<file path="config.mk">
export PLATFORM = sky130hd
export DESIGN_NAME = bcsc_controller
export DESIGN_NICKNAME = d
export VERILOG_FILES = /design/src/rtl/bcsc_pkg.sv /design/src/rtl/bcsc_controller.sv
export SDC_FILE = /design/constraint.sdc
export NUM_CORES = 1
export LEC_CHECK = 0
export BUFFER_PORTS_ARGS = -buffer_cell sky130_fd_sc_hd__buf_2
export CAP_MARGIN = 20
export CORE_AREA = 2 2 39 41
export DETAILED_ROUTE_END_ITERATION = 6
export DIE_AREA = 0 0 41 43
export SETUP_SLACK_MARGIN = 0.05
export SYNTH_ARGS = -nofsm -noshare
export SYNTH_HDL_FRONTEND = slang
export SYNTH_SLANG_ARGS = --single-unit
</file>
<file path="constraint.sdc">
create_clock -name clock -period 1.4 [get_ports clock]
set_clock_uncertainty 0.05 [all_clocks]
set_input_delay 0.07 -clock clock [delete_from_list [all_inputs] [get_ports clock]]
set_output_delay 0.07 -clock clock [all_outputs]
set_load 0.05 [all_outputs]
</file>
<file path="src/rtl/bcsc_pkg.sv">
package bcsc_pkg;

   // fixed field widths
   localparam int SPEED_W = 8;
   localparam int DIST_W  = 24;
   localparam int TICKS_W = 16;
   localparam int LIMIT_W = 8;
   localparam int DECEL_W = 12;
   localparam int ACCEL_W = 16;
   localparam int MAG_W   = 16;

   // configuration port
   localparam int CSR_INDEX_W = 1;
   localparam int CSR_DATA_W  = 16;
   localparam logic [CSR_INDEX_W-1:0] REG_DECEL = 1'b0;
   localparam logic [CSR_INDEX_W-1:0] REG_ACCEL = 1'b1;
   localparam logic [DECEL_W-1:0] DECEL_RESET = 12'd16;
   localparam logic [ACCEL_W-1:0] ACCEL_RESET = 16'd256;

   // accumulator format: sign, 16 integer bits, FRACTION_BITS fraction bits
   localparam int FRACTION_BITS = 8;
   localparam int ACC_W      = 17 + FRACTION_BITS;
   localparam int CMD_W      = ACC_W - FRACTION_BITS;
   localparam int UP_SHIFT   = (FRACTION_BITS >= 8) ? FRACTION_BITS - 8 : 0;
   localparam int DOWN_SHIFT = (FRACTION_BITS < 8) ? 8 - FRACTION_BITS : 0;
   localparam int RATE_W     = ACCEL_W + TICKS_W;
   localparam int INC_W      = RATE_W + UP_SHIFT;
   localparam int SUM_W      = ((INC_W > ACC_W) ? INC_W : ACC_W) + 2;

   // braking test and root operand
   localparam int PROD_W      = DIST_W + DECEL_W;
   localparam int VSQ_W       = 2 * SPEED_W;
   localparam int VSQ80_W     = VSQ_W + 5;
   localparam int SCALE_SHIFT = 4;   // 80 = 16 * 5
   localparam int WORK_W      = PROD_W - SCALE_SHIFT;
   // floor(x/5) for any 32-bit x: (x * ceil(2^34/5)) >> 34
   localparam logic [WORK_W-1:0] DIV5_RECIP = 32'hCCCC_CCCD;
   localparam int DIV5_SHIFT  = 34;
   // quotient stays below 2^30, so the first root bit is 2^28
   localparam int ROOT_TOP    = 28;
   localparam int ROOT_STEPS  = ROOT_TOP / 2 + 1;
   localparam int STEP_CNT_W  = 5;

   typedef enum logic [2:0] {
      ST_IDLE,
      ST_MULTIPLY,
      ST_DECIDE,
      ST_DIVIDE,
      ST_ROOT,
      ST_COMMIT
   } state_type;

   typedef struct packed {
      logic load_item;
      logic multiply;
      logic decide;
      logic div_step;
      logic root_step;
      logic commit;
   } ctrl_cmd_type;

   typedef struct packed {
      logic brake;
      logic out_free;
   } ctrl_status_type;

endpackage

</file>
<file path="src/rtl/bcsc_controller.sv">
module bcsc_controller import bcsc_pkg::*; (
   input  logic            clock,
   input  logic            reset,
   input  logic            req_valid,
   output logic            req_ready,
   input  ctrl_status_type status,
   output ctrl_cmd_type    cmd
);

   state_type             state_ff, state_in;
   logic [STEP_CNT_W-1:0] count_ff, count_in;
   logic                  root_last;

   assign root_last = (count_ff == STEP_CNT_W'(ROOT_STEPS - 1));

   // next state
   always_comb begin
      state_in = state_ff;
      case (state_ff)
         ST_IDLE: begin
            if (req_valid) state_in = ST_MULTIPLY;
         end
         ST_MULTIPLY: state_in = ST_DECIDE;
         ST_DECIDE: begin
            state_in = status.brake ? ST_DIVIDE : ST_COMMIT;
         end
         ST_DIVIDE: state_in = ST_ROOT;
         ST_ROOT: begin
            if (root_last) state_in = ST_COMMIT;
         end
         ST_COMMIT: begin
            if (status.out_free) state_in = ST_IDLE;
         end
         default: state_in = ST_IDLE;
      endcase
   end

   // step counter for the root loop
   always_comb begin
      count_in = '0;
      if (state_ff == ST_ROOT && !root_last) begin
         count_in = count_ff + STEP_CNT_W'(1);
      end
   end

   // outputs
   always_comb begin
      cmd       = '0;
      req_ready = 1'b0;
      case (state_ff)
         ST_IDLE: begin
            req_ready     = 1'b1;
            cmd.load_item = req_valid;
         end
         ST_MULTIPLY: cmd.multiply = 1'b1;
         ST_DECIDE:   cmd.decide = 1'b1;
         ST_DIVIDE:   cmd.div_step = 1'b1;
         ST_ROOT:     cmd.root_step = 1'b1;
         ST_COMMIT:   cmd.commit = status.out_free;
         default: begin
            cmd       = '0;
            req_ready = 1'b0;
         end
      endcase
   end

   always_ff @(posedge clock) begin
      if (reset) begin
         state_ff <= ST_IDLE;
         count_ff <= '0;
      end else begin
         state_ff <= state_in;
         count_ff <= count_in;
      end
   end

endmodule

</file>
Yosys cells after proc, flatten, opt, wreduce, memory -nomap -nowiden
Cells that the tools add are included.
W data, S select, Z words.
{ "totals": {"input_bits": 5, "word_cells": 30, "ff_bits": 8} }
{ "op_classes": {"eq_ne": 9, "reduce_logical": 5, "n_mux": 12, "bitwise": 1, "addsub": 1} }
{ "op_table": {"columns": ["op", "count"], "rows": [
  ["$pmux W3 S6", 1],
  ["$mux W3", 4],
  ["$mux W1", 7],
  ["$eq A3 B2 Y1 const B", 2],
  ["$eq A3 B3 Y1 const B", 2],
  ["$ne A2 B2 Y1 const B", 3],
  ["$add A5 B1 Y5 const B", 1],
  ["$eq A5 B4 Y1 const B", 1],
  ["$eq A3 B1 Y1 const B", 1],
  ["$logic_not A3 Y1", 1],
  ["$reduce_and A3 Y1", 1],
  ["$reduce_or A2 Y1", 1],
  ["$logic_and A1 B1 Y1", 1],
  ["$logic_not A1 Y1", 1],
  ["$not A1 Y1", 1]
]} }

Depth between registers and ports, before layout
{ "depth": {"ltp_word": 5, "depth_mapped": 5, "ltp_nobuf": 5} }

Worst setup path before layout
OpenSTA, ideal clock, no wires.
{ "synth_timing": {"path_kind": "reg-to-output", "start": "reg state_ff[0]", "end": "out cmd[5] (netlist name)", "required_time_ns": 1.280, "arrival_ns": 2.139, "setup_slack_ns": -0.859, "n_path_buf": 1, "stages_incl_launch_ff": 4, "cell_sequence": "dfxtp_1 -> clkbuf_1 -> nor3_1 -> and2_1"} }
{ "synth_lines": {"columns": ["element", "line", "text"], "rows": [
  ["start, declared", "bcsc_controller.sv:10", "state_type state_ff, state_in;"],
  ["start signal, assigned", "bcsc_controller.sv:72", "state_ff <= state_in;"],
  ["end, declared", "bcsc_controller.sv:7", "output ctrl_cmd_type cmd"]
]} }

Final worst setup path
{ "layout_timing": {"start": "reg count_ff[0]", "end": "reg count_ff[0]"} }
{ "layout_between": {"elab_chain_cells": 5, "word_cells_on_any_way": 6, "classes_between": "1 x add/sub; 1 x eq/ne; 1 x bitwise; 3 x reduce/logical"} }
{ "layout_lines": {"columns": ["element", "line", "text"], "rows": [
  ["start, declared", "bcsc_controller.sv:11", "logic [STEP_CNT_W-1:0] count_ff, count_in;"],
  ["start signal, assigned", "bcsc_controller.sv:73", "count_ff <= count_in;"],
  ["parallel branches: the longest is 5 deep, another holds $add A5 B1 Y5", null, null]
]} }
Several ways; the timed one is not identified.
A chain may end at the register's enable or synchronous reset.

==> flow_summary.ini <==
[setup_path]
ff2ff_setup_slack_ns = 0.06
reg2reg_depth = 5
timing.rr.start = count_ff[0]
worstPathRequired_ns = 1.53
crit_type = flip-flop to flip-flop
path_max_fanout = 4
startpoint_type = flip-flop
end_kind = flip-flop
regToRegEndpoint = count_ff[0]
worstPathArrival_ns = 1.47

[sta]
finalHoldViolations = 0
fin_ws_ns = 0.06354
fmax_mhz = 748.2
period_share = 0.9546
setup_viol = 0
slew_headroom = 0.8361
min_period_ns = 1.336
drv_slew = 0
rsz0062_at_grt = yes
tns_ns = 0
worst_pin_slew_ns = 0.2476

[drt]
routed.top_layer = met4
vias_per_cell = 4.855
drt_pass1_iterations = 1
drt_iter0_drc = 0
wl_per_cell_um = 10.83
drc = 0
drt-total-wl_um = 899
wl_met1_um = 386
num_vias = 403
ant_nets = 0
route.met3.wl_um = 54
wl_met2_um = 453

[yosys]
async_reset_ff_frac = 0
ys_warn_count = 0
synth_area_um2 = 437.9
yosysSeqAreaShare = 0.3657
synth-compound-area-share = 0.06286
yosys_register_bits = 8
synth_fa_ha_area_frac = 0.05714
ys_types = 26
synthCells = 48
syn-num-nets = 55
synth_top_family_by_area = simple AND/OR/NAND/NOR gates
post_synth.cell_area_avg_um2 = 9.123
synthSimpleGateAreaFrac = 0.3771
synth.area.mux_share = 0.04571
synth-xor-area-share = 0.04000
ys.flop_type = dfxtp_1
synth_edf_count = 0

[cts]
clockRootBuffer = clkbuf_4
clkLatencyLatePin_ns = 0.25
cts_inserted_buffers = 3
clock_sinks = 8
cts_max_level = 1
clkTransAtPathRegs_ns = 0.05
cts_tree = yes
cts_max_path_buffers = 2

[place]
portBuffers = 11
dp_hpwl_um = 672.6
place_area_um2 = 553.0
dp_slack_ns = 0.01298
place_inst = 77
gp_congestion = 0.7079

[power]
switching_share = 0.3369
power.switching_uw = 222.1
combPwrFrac = 0.352
vdd_drop_max_mv = 0.4515
internal-power_uw = 437.1
p_per_area_nw_per_um2 = 1005
power_frac_seq = 0.390
p_clk_frac = 0.257
power.leakage_nw = 0.2759

[finish]
area_growth_pct = 49.71
n_antenna_cell = 0
design_area_um2 = 655.6
drive_gt1_frac = 0.5224
fillerInstances = 146
post_layout_nonfiller_instances = 83
fin_nets = 76

[min_path]
hold_path_depth = 3
hp-start = status[0]
hold_end = state_ff[0]
hold_path_class = primary input to flip-flop

[global_routing]
grtUsageTotal = 0.1240
antenna_found_initial = 0
grt_start_max_net_pins = 11
grt_first_pass_wirelength_um = 1435
gr-total-overflow = 0
grt_pass1_vias = 355

[die]
die_h_um = 43
core_area_um2 = 1384
fp.dieArea_um2 = 1763
ios = 12
die_x_um = 41
rows = 14
initial_core_util = 0.3165

[job]
max_cap_viol_count = 0

[status]
outcome = completed
state kept, by name (all words and copies together), names as in the netlist:
| name | count |
|---|---|
| state_ff | 3 |
| count_ff | 5 |
cell usage in the layout (no fill, tap or decap), drive strengths merged:
master / netlist / routed
mux2i: 2 / 2
nor3b: 2 / 2
dfxtp: 8 / 8
and2b: 1 / 1
nand2b: 1 / 1
nor2b: 2 / 2
xnor2: 1 / 1
buf: 1 / 15
or4b: 1 / 1
o22ai: 1 / 1
nand4b: 1 / 1
and2: 3 / 3
ha: 2 / 2
a21oi: 1 / 1
nor4: 1 / 1
and3: 1 / 1
nand3: 2 / 2
clkbuf: 1 / 5
or2b: 1 / 1
inv: 2 / 2
nor2: 7 / 7
xor2: 1 / 1
dlygate4sd3: 0 / 1
nor3: 3 / 3
o21bai: 1 / 1
o31a: 1 / 1
area by class of cell:
class | count | area [µm²] | area share
Tap cell | 16 | 20.02 | 0.03053
Sequential cell | 8 | 166.4 | 0.2538
Multi-Input combinational cell | 36 | 297.8 | 0.4542
Clock buffer | 3 | 22.52 | 0.03435
Inverter | 2 | 7.507 | 0.01145
Timing Repair Buffer | 18 | 141.4 | 0.2156
synth_stat cells (2+ instances only):
cell     count  share of area
dfxtp_1      8           0.37
nor2_1       7          0.060
nor3_1       3          0.034
and2_1       2          0.029
ha_1         2          0.057
inv_1        2          0.017
mux2i_1      2          0.046
nand3_1      2          0.023
nor2b_1      2          0.029
nor3b_1      2          0.034
worst max path at each step:
stage                            from     endpoint  slack, ns  depth (start not counted)
final                     count_ff[0]  count_ff[0]       0.06                          5
after floorplan           state_ff[0]       cmd[5]      -0.07                          3
after global routing      count_ff[0]  count_ff[3]     -0.002                          5
after global placement    count_ff[0]  count_ff[2]       0.05                          5
after CTS                 state_ff[2]       cmd[5]       0.06                          4
after detailed placement  count_ff[0]  count_ff[2]       0.01                          5
what timing repair did:
action | 4_1_cts | 5_1_grt
pin swaps | 3 | 2
hold buffers | 1 | 0
buffers inserted | 1 | 1
gates resized for setup | 13 | 6
hold endpoints to repair | 1 | 0
endpoints found under the setup margin | 11 | 10
worst max-delay path: stages, from the launching register on:
cell      delay [ns]
dfxtp_2         0.33
inv_2           0.04
ha_4            0.15
nand4b_1        0.09
or4b_4          0.51
nor2_1          0.10
logic make-up (layout without fill, tap and decap cells):
group	after synthesis	in the layout
fa+ha+maj	2	2
xor+xnor	2	2
compound gates	4	4
simple gates	26	26
flops	8	8
buf+inv	4	23
mux	2	2
power by group through the flow:
| stage | Clock [mW] | Sequential (mW) | Combinational (mW) |
|---|---|---|---|
| after floorplan | 0 | 0.253 | 0.167 |
| after global placement | 0 | 0.260 | 0.204 |
| after detailed placement | 0 | 0.260 | 0.205 |
| after CTS | 0.183 | 0.256 | 0.226 |
| after global routing | 0.202 | 0.258 | 0.250 |
| final | 0.170 | 0.257 | 0.232 |
through the flow:
step	power, mW	util	hold slack, ns
after floorplan	0.4204	-	0.09161
after global placement	0.4630	0.3996	0.2606
after detailed placement	0.4648	0.3996	0.2677
after CTS	0.6651	0.4557	0.1446
after global routing	0.7094	0.4738	0.1506
final	0.6591	0.4738	0.1556
metal layers:
layer	GRT usage	vias to the layer above
met3	0.03141	2
met2	0.1781	10
li1	-	204
met5	0	-
met4	0.1000	0
met1	0.1466	187
Power figures use the tool's default switching activity.
