### src/rtl/bcsc_pkg.sv
package bcsc_pkg;

   // fixed field widths
   localparam int SPEED_W = 8;
   localparam int DIST_W  = 24;
   localparam int TICKS_W = 16;
   localparam int LIMIT_W = 8;
   localparam int DECEL_W = 12;
   localparam int ACCEL_W = 16;
   localparam int MAG_W   = 16;

   // configuration port
   localparam int CSR_INDEX_W = 1;
   localparam int CSR_DATA_W  = 16;
   localparam logic [CSR_INDEX_W-1:0] REG_DECEL = 1'b0;
   localparam logic [CSR_INDEX_W-1:0] REG_ACCEL = 1'b1;
   localparam logic [DECEL_W-1:0] DECEL_RESET = 12'd16;
   localparam logic [ACCEL_W-1:0] ACCEL_RESET = 16'd256;

   // accumulator format: sign, 16 integer bits, FRACTION_BITS fraction bits
   localparam int FRACTION_BITS = 8;
   localparam int ACC_W      = 17 + FRACTION_BITS;
   localparam int CMD_W      = ACC_W - FRACTION_BITS;
   localparam int UP_SHIFT   = (FRACTION_BITS >= 8) ? FRACTION_BITS - 8 : 0;
   localparam int DOWN_SHIFT = (FRACTION_BITS < 8) ? 8 - FRACTION_BITS : 0;
   localparam int RATE_W     = ACCEL_W + TICKS_W;
   localparam int INC_W      = RATE_W + UP_SHIFT;
   localparam int SUM_W      = ((INC_W > ACC_W) ? INC_W : ACC_W) + 2;

   // braking test and root operand
   localparam int PROD_W      = DIST_W + DECEL_W;
   localparam int VSQ_W       = 2 * SPEED_W;
   localparam int VSQ80_W     = VSQ_W + 5;
   localparam int SCALE_SHIFT = 4;   // 80 = 16 * 5
   localparam int WORK_W      = PROD_W - SCALE_SHIFT;
   // floor(x/5) for any 32-bit x: (x * ceil(2^34/5)) >> 34
   localparam logic [WORK_W-1:0] DIV5_RECIP = 32'hCCCC_CCCD;
   localparam int DIV5_SHIFT  = 34;
   // quotient stays below 2^30, so the first root bit is 2^28
   localparam int ROOT_TOP    = 28;
   localparam int ROOT_STEPS  = ROOT_TOP / 2 + 1;
   localparam int STEP_CNT_W  = 5;

   typedef enum logic [2:0] {
      ST_IDLE,
      ST_MULTIPLY,
      ST_DECIDE,
      ST_DIVIDE,
      ST_ROOT,
      ST_COMMIT
   } state_type;

   typedef struct packed {
      logic load_item;
      logic multiply;
      logic decide;
      logic div_step;
      logic root_step;
      logic commit;
   } ctrl_cmd_type;

   typedef struct packed {
      logic brake;
      logic out_free;
   } ctrl_status_type;

endpackage

### src/rtl/bcsc_datapath.sv
module bcsc_datapath import bcsc_pkg::*; (
   input  logic                      clock,
   input  logic                      reset,
   input  ctrl_cmd_type              cmd,
   output ctrl_status_type           status,
   input  logic signed [SPEED_W-1:0] req_measured_speed,
   input  logic [DIST_W-1:0]         req_distance_left,
   input  logic [TICKS_W-1:0]        req_elapsed_ticks,
   input  logic [LIMIT_W-1:0]        req_segment_limit,
   input  logic                      csr_valid,
   input  logic [CSR_INDEX_W-1:0]    csr_index,
   input  logic [CSR_DATA_W-1:0]     csr_data,
   output logic                      rsp_valid,
   input  logic                      rsp_ready,
   output logic [MAG_W-1:0]          rsp_speed_magnitude,
   output logic                      rsp_forward,
   output logic                      rsp_braking,
   output logic                      rsp_limited
);

   localparam logic signed [ACC_W-1:0] ACC_MAX    = {1'b0, {(ACC_W-1){1'b1}}};
   localparam logic signed [ACC_W-1:0] TRUNC_BIAS = ACC_W'((1 << FRACTION_BITS) - 1);
   localparam logic [WORK_W-1:0]       ROOT_BIT0  = WORK_W'(1) << ROOT_TOP;

   // configuration
   logic [DECEL_W-1:0] decel_ff;
   logic [ACCEL_W-1:0] accel_ff;

   // captured word
   logic signed [SPEED_W-1:0] speed_ff;
   logic [DIST_W-1:0]         dist_ff;
   logic [TICKS_W-1:0]        ticks_ff;
   logic [LIMIT_W-1:0]        limit_ff;

   // products
   logic [PROD_W-1:0]  prod_ff, prod_in;
   logic [VSQ80_W-1:0] vsq80_ff, vsq80_in;
   logic [INC_W-1:0]   inc_ff, inc_in;
   logic signed [VSQ_W-1:0] vsq;
   logic [RATE_W-1:0]  rate;

   // accumulator
   logic signed [ACC_W-1:0] acc_ff, acc_in;
   logic signed [ACC_W-1:0] acc_sum_ff, acc_sum_in;
   logic signed [SUM_W-1:0] sum_wide;
   logic                    brake_ff;

   // divide-by-five and root
   logic [WORK_W-1:0]   work_ff;
   logic [WORK_W-1:0]   res_ff, res_in;
   logic [WORK_W-1:0]   bit_ff;
   logic [WORK_W-1:0]   trial;
   logic [2*WORK_W-1:0] recip_prod;

   // result
   logic signed [ACC_W-1:0] biased;
   logic signed [CMD_W-1:0] cmd_acc, cmd_root, cmd_sel, cmd_final, cmd_abs, limit_s;
   logic                    clamp;

   logic             rsp_valid_ff;
   logic [MAG_W-1:0] mag_ff;
   logic             forward_ff, braking_ff, limited_ff;

   // multiply stage
   assign vsq      = VSQ_W'(speed_ff) * VSQ_W'(speed_ff);
   assign vsq80_in = (VSQ80_W'($unsigned(vsq)) << 6) + (VSQ80_W'($unsigned(vsq)) << 4);
   assign prod_in  = PROD_W'(dist_ff) * PROD_W'(decel_ff);
   assign rate     = RATE_W'(accel_ff) * RATE_W'(ticks_ff);
   assign inc_in   = (INC_W'(rate) << UP_SHIFT) >> DOWN_SHIFT;

   // saturating accumulate
   assign sum_wide   = SUM_W'(acc_ff) + $signed(SUM_W'(inc_ff));
   assign acc_sum_in = (sum_wide > SUM_W'(ACC_MAX)) ? ACC_MAX : ACC_W'(sum_wide);

   assign status.brake    = (prod_ff <= PROD_W'(vsq80_ff));
   assign status.out_free = !rsp_valid_ff || rsp_ready;

   // divide by five as a reciprocal multiply, exact over the whole operand range
   assign recip_prod = (2*WORK_W)'(work_ff) * (2*WORK_W)'(DIV5_RECIP);

   // digit-by-digit square root, radicand held in work_ff
   assign trial = res_ff + bit_ff;
   assign res_in = (work_ff >= trial) ? (res_ff >> 1) + bit_ff : res_ff >> 1;

   // command, truncated toward zero, then clamped
   assign biased    = acc_sum_ff + (acc_sum_ff[ACC_W-1] ? TRUNC_BIAS : ACC_W'(0));
   assign cmd_acc   = $signed(biased[ACC_W-1:FRACTION_BITS]);
   assign cmd_root  = $signed(CMD_W'(res_ff[MAG_W-1:0]));
   assign cmd_sel   = brake_ff ? cmd_root : cmd_acc;
   assign limit_s   = $signed(CMD_W'(limit_ff));
   assign clamp     = (cmd_sel > limit_s);
   assign cmd_final = clamp ? limit_s : cmd_sel;
   assign cmd_abs   = (cmd_final < 0) ? -cmd_final : cmd_final;

   always_comb begin
      if (clamp) begin
         acc_in = $signed(ACC_W'(limit_ff) << FRACTION_BITS);
      end else if (brake_ff) begin
         acc_in = ACC_W'(speed_ff) <<< FRACTION_BITS;
      end else begin
         acc_in = acc_sum_ff;
      end
   end

   // control state
   always_ff @(posedge clock) begin
      if (reset) begin
         decel_ff     <= DECEL_RESET;
         accel_ff     <= ACCEL_RESET;
         acc_ff       <= '0;
         rsp_valid_ff <= 1'b0;
      end else begin
         if (csr_valid) begin
            if (csr_index == REG_DECEL) begin
               decel_ff <= csr_data[DECEL_W-1:0];
            end else if (csr_index == REG_ACCEL) begin
               accel_ff <= csr_data[ACCEL_W-1:0];
            end
         end
         if (cmd.commit) begin
            acc_ff       <= acc_in;
            rsp_valid_ff <= 1'b1;
         end else if (rsp_ready) begin
            rsp_valid_ff <= 1'b0;
         end
      end
   end

   // payload
   always_ff @(posedge clock) begin
      if (cmd.load_item) begin
         speed_ff <= req_measured_speed;
         dist_ff  <= req_distance_left;
         ticks_ff <= req_elapsed_ticks;
         limit_ff <= req_segment_limit;
      end
      if (cmd.multiply) begin
         prod_ff  <= prod_in;
         vsq80_ff <= vsq80_in;
         inc_ff   <= inc_in;
      end
      if (cmd.decide) begin
         brake_ff   <= status.brake;
         acc_sum_ff <= acc_sum_in;
         work_ff    <= prod_ff[PROD_W-1:SCALE_SHIFT];
         res_ff     <= '0;
         bit_ff     <= ROOT_BIT0;
      end
      if (cmd.div_step) begin
         work_ff <= WORK_W'(recip_prod[2*WORK_W-1:DIV5_SHIFT]);
      end
      if (cmd.root_step) begin
         if (work_ff >= trial) work_ff <= work_ff - trial;
         res_ff <= res_in;
         bit_ff <= bit_ff >> 2;
      end
      if (cmd.commit) begin
         mag_ff     <= cmd_abs[MAG_W-1:0];
         forward_ff <= (cmd_final > 0);
         braking_ff <= brake_ff;
         limited_ff <= clamp;
      end
   end

   assign rsp_valid           = rsp_valid_ff;
   assign rsp_speed_magnitude = mag_ff;
   assign rsp_forward         = forward_ff;
   assign rsp_braking         = braking_ff;
   assign rsp_limited         = limited_ff;

endmodule

### config.mk
export PLATFORM = sky130hd
export DESIGN_NAME = bcsc_datapath
export DESIGN_NICKNAME = d
export VERILOG_FILES = /design/src/rtl/bcsc_pkg.sv /design/src/rtl/bcsc_datapath.sv
export SDC_FILE = /design/constraint.sdc
export NUM_CORES = 2
export LEC_CHECK = 0
export BUFFER_PORTS_ARGS = -buffer_cell sky130_fd_sc_hd__buf_4
export CAP_MARGIN = 0
export CELL_PAD_IN_SITES_DETAIL_PLACEMENT = 0
export CELL_PAD_IN_SITES_GLOBAL_PLACEMENT = 1
export CORE_MARGIN = 5
export CORE_UTILIZATION = 50
export CTS_CLUSTER_DIAMETER = 80
export DETAILED_ROUTE_END_ITERATION = 8
export HOLD_SLACK_MARGIN = 0.06
export PLACE_DENSITY_LB_ADDON = 0.05
export SLEW_MARGIN = 10
export SYNTH_ARGS = -nofsm -noshare
export SYNTH_HDL_FRONTEND = slang
export SYNTH_SLANG_ARGS = --single-unit
### constraint.sdc
create_clock -name clock -period 10 [get_ports clock]
set_clock_uncertainty 0.1 [all_clocks]
set_input_delay 0 -clock clock [delete_from_list [all_inputs] [get_ports clock]]
set_output_delay 0 -clock clock [all_outputs]
set_load 0.1 [all_outputs]
Word level (Yosys, flattened, before mapping) --
Cells that the tools add are included.
Storage, ports and cells: flip-flop bits (word level) 323, output and inout bits 22
Cells by class: add/subtract/negate cells 7, multiply operators 4, order comparisons 6, muxes and demuxes 17, bitwise operators 1, reductions and logical operators 6
Operator list (number):
- 32-bit two-way mux | 7
- 32-bit by 32-bit multiplier with 64-bit output (second input constant) | 1
- 25-bit two-way mux | 2
- 36-bit by 21-bit <= comparator with 1-bit output | 1
- 24-bit by 12-bit multiplier with 36-bit output | 1
- 25-bit by 33-bit adder with 34-bit output | 1
- 34-bit by 25-bit > comparator with 1-bit output (second input constant) | 1
- 17-bit two-way mux | 2
- 31-bit by 29-bit adder with 32-bit output | 1
- 32-bit by 29-bit adder with 32-bit output | 1
- 32-bit greater-or-equal comparator | 1
- 16-bit by 16-bit multiplier with 32-bit output | 1
- 32-bit subtractor | 1
- 29-bit two-way mux | 1
- 27-bit two-way mux | 1
- 25-bit by 9-bit adder with 25-bit output | 1
- 21-bit by 20-bit adder with 21-bit output | 1
- 17-bit by 1-bit > comparator with 1-bit output (second input constant) | 1
- 17-bit by 9-bit > comparator with 1-bit output | 1
- 17-bit by 1-bit less-than comparator with 1-bit output (second input constant) | 1
- 8-bit by 8-bit multiplier with 16-bit output | 1
- 16-bit two-way mux | 1
- 16-bit negation | 1
- 8-bit two-way mux | 1
- 6 further kinds | 9

Logic depth before layout (Yosys ltp) --
depth in word-level cells 7, mapped depth 28, mapped depth without buffers 27

Worst setup path after synthesis --
No wires, ideal clock.
path type register to register, from reg work_ff[10], to reg work_ff[29], library setup time 120 ps, arrival 7188 ps, required time 9780 ps, setup slack 2592 ps, cell stages (with the launch flop) 28, buffers on the path 1, clock period less this slack 7408 ps, path through dfxtp_1 > ha_1 > inv_1 > fa_1 > inv_1 > fa_1 > inv_1 > fa_1 > inv_1 > fa_1 > fa_1 > fa_1 > inv_1 > fa_1 > inv_1 > ha_1 > a21oi_1 > o21ai_0 > a221oi_1 > and3_1 > a21oi_1 > and2_1 > clkbuf_1 > a41o_1 > a21o_1 > a21oi_1 > mux2i_1 > a211o_1
On the way: word-level cells in the longest chain between the ends 4
RTL lines:
- start, declared | line bcsc_datapath.sv:49 | logic [WORK_W-1:0] work_ff;
- start signal, assigned | line bcsc_datapath.sv:145 | work_ff <= prod_ff[PROD_W-1:SCALE_SHIFT];
- start signal, assigned | line bcsc_datapath.sv:150 | work_ff <= WORK_W'(recip_prod[2*WORK_W-1:DIV5_SHIFT]);
- start signal, assigned | line bcsc_datapath.sv:153 | if (work_ff >= trial) work_ff <= work_ff - trial;
- 32-bit by 32-bit multiplier with 64-bit output | line bcsc_datapath.sv:79 | assign recip_prod = (2*WORK_W)'(work_ff) * (2*WORK_W)'(DIV5_RECIP);
- 32-bit two-way mux | line bcsc_datapath.sv:149 | if (cmd.div_step) begin
- 32-bit two-way mux | line bcsc_datapath.sv:153
- 32-bit two-way mux * | line bcsc_datapath.sv:152 | if (cmd.root_step) begin
Every way passes the cells marked *; elsewhere a longest branch is shown, timed or not. A chain may end at the register's enable or synchronous reset.

Worst setup path after layout --
from reg work_ff[9], to reg work_ff[28]
Same word-level chain as after synthesis.

==> run summary <==
DP Cell Count: 7106
Total CTS buffers: 42
Slew @ Worst Pin: 1.13 ns
Slew Viols, Final: 0
Synth Register Bits: 318
Crit path max fanout: 8
Via count: 39500
Area leader, netlist: fa_1
Final Hold Fails: 0
CTS tree: yes
CP Data Arrival Time: 8.91 ns
Final setup violation count: 0
Top post-synthesis cells by area: fa_1, ha_1, edfxtp_1, inv_1, nand2_1
DRC viols: 0
DR vias/cell: 5.36
Post-synthesis compound-gate area fraction: 9.56%
Mapped Area: 54200 µm²
Area grow syn2layout: 9.63%
FMAX: 118 MHz
Vias in the first global route: 41400
Ant diodes: 0
Max Root-Sink Buffers: 3
Net Count, Synth: 7381
Max-Cap Viols: 0
Simple-gate share of the synthesized area: 12.2%
Clock-pin slew on the worst setup and hold paths: 0.06 ns
Max-slew headroom: 24.3%
Synth top area share: 31.3%
Area of the die: 115000 µm²
RSZ-0062 raised after global routing: false
Synth unique cells: 92
Latest clock arrival within the worst-skew pair: 0.63 ns
Gr ovfl total: 0
Post-synthesis sequential area ratio: 16.0%
Post-layout min period: 8.48 ns
Largest net degree at the start of global routing: 69
H-tree level count: 2
Routability congestion estimate: 0.934
Most Crowded Layer GR: met2
Worst Setup Path Type: register to register
Layout Cells excl Fill: 7363
PnR worst setup slack: 1.52 ns
Post-synthesis xor/xnor area fraction: 4.57%
Nets: 7549
Detail Route Antenna Nets: 0
I/O Buffers: 104
Pre-antenna DRT Iters: 5
First-pass GRT wire length: 239000 µm
Startpoint Class: register
Global Route met3 Usage: 3.24%
Commonest non-fill, non-tap cells in the layout: inv_1, fa_1, ha_1
Row Count: 120
Commonest non-fill, non-tap cell in the layout: inv_1
Largest family of logic cells by synthesized area: adder cells
Worst setup EP type: register
EDFF count, synth: 232
Mux cell area share after synthesis: 0.678%
Met1 GRT Util: 37.7%
Fillers: 9794
Hpwl dp: 123000 µm
Hold WC Path Type: input pin to register
Initial antenna violation count: 1
Final worst-path cycle share: 84.8%
Starting Density: 50.5%
Dpl ws: 1.51 ns
Die Ht: 339 µm
Avg Inst Size Synth: 9.42 µm²
PostCTS Resize Cnt: 0
Clk root buf: clkbuf_16
Setup TNS: 0 ns
Layout cells sized above 1: 4.18%
Primary FF master, synth: edfxtp_1
Synth Instances: 5758
Core region area: 107000 µm²
Status: finished clean
Worst hold slack: 0.122 ns
Die W: 339 µm
Met2 usage: 42.8%
Data required time of the worst path: 10.43 ns
All-Layer GR Usage: 26.3%
DR iter-0 viols: 2312
I/O Pins: 105
Ys async rst share: 0%
Post-Route WL: 150000 µm
Ys Warns: 0
Drt wl/cell: 20.4 µm
Clk sink count: 318
Synth Area in Adders: 47.3%
-- layer usage --
metal  vias up  share of wire [%]
met1     19700                 47
met3       175                4.6
met4         0                3.0
met5         -                  0
li1      18700                  -
met2       890                 46
-- path summary, 6_finish.rpt --
path	from	to	slack [ns]	cells after the start
setup / recovery	work_ff[9]	work_ff[28]	1.52	26
hold / removal	rsp_ready	rsp_valid	0.12	4
setup reg to reg	work_ff[9]	work_ff[28]	1.52	26
hold reg to reg	acc_ff[22]	acc_ff[22]	0.37	2
-- metrics by stage --
stage	util (%)	area, µm²
finish	55.4	59400
CTS	55.4	59400
detailed placement	52.4	56200
floorplan	-	54200
global placement	52.4	56200
global route	55.4	59400
-- cell usage after synthesis, drive strengths merged, types with 55 or more instances --
cell / number
nor2: 196
clkbuf: 175
xor2: 123
and2: 218
o21ai: 138
nor2b: 55
fa: 849
inv: 1199
nand2: 645
ha: 691
a21oi: 251
a21o: 105
xnor2: 160
dfxtp: 86
edfxtp: 232
-- timing repair --
item / CTS / global route
hold buffers: 179 / 0
setup buffers: 0 / 0
endpoints found under the hold margin: 270 / 0
-- area by class of cell --
type	count	area [µm²]	share of cell area [%]
Timing Repair Buffer	309	2770	4.66
Clock buffer	48	1100	1.86
Inverter	1200	4520	7.60
Multi-Input combinational cell	4055	40300	67.8
Tap cell	1403	1760	2.95
Sequential cell	318	8690	14.6
Clock inverter	30	294	0.495
-- state kept, by name (all words and copies together) (netlist names), 16 cells and up --
name	count
prod_ff	36
inc_ff	32
res_ff	32
work_ff	32
acc_ff	25
acc_sum_ff	25
dist_ff	24
accel_ff	16
rsp_speed_magnitude	16
ticks_ff	16
vsq80_ff	16
-- worst max-delay path, stage by stage (launching register included) --
cell and delay (ns):
dfxtp_1 0.67, ha_1 0.43, inv_1 0.17, fa_1 0.57, inv_1 0.06, fa_1 0.52
inv_1 0.05, fa_1 0.51, inv_1 0.06, fa_1 0.46, fa_1 0.51, fa_1 0.54
inv_1 0.05, fa_1 0.53, inv_1 0.04, ha_1 0.35, a21oi_1 0.15, o21ai_0 0.10
a221oi_1 0.44, and3_1 0.22, o31ai_1 0.10, and2_1 0.33, a41o_1 0.44, a21oi_1 0.34
o21ai_0 0.18, xnor2_1 0.15, a221oi_1 0.28
-- kinds of logic after synthesis --
| kind of cell | Yosys count |
|---|---|
| muxes | 36 |
| and+or+nand+nor | 1396 |
| buffers and inverters | 1385 |
| adders and majority gates | 1540 |
| DFF | 318 |
| AOI/OAI and AO/OA | 799 |
| xor gates and xnor gates | 283 |
| other | 1 |
Power is left out: the tool's default activity adds up to more than one toggle a clock period on the data nets, which glitch-free logic cannot reach.
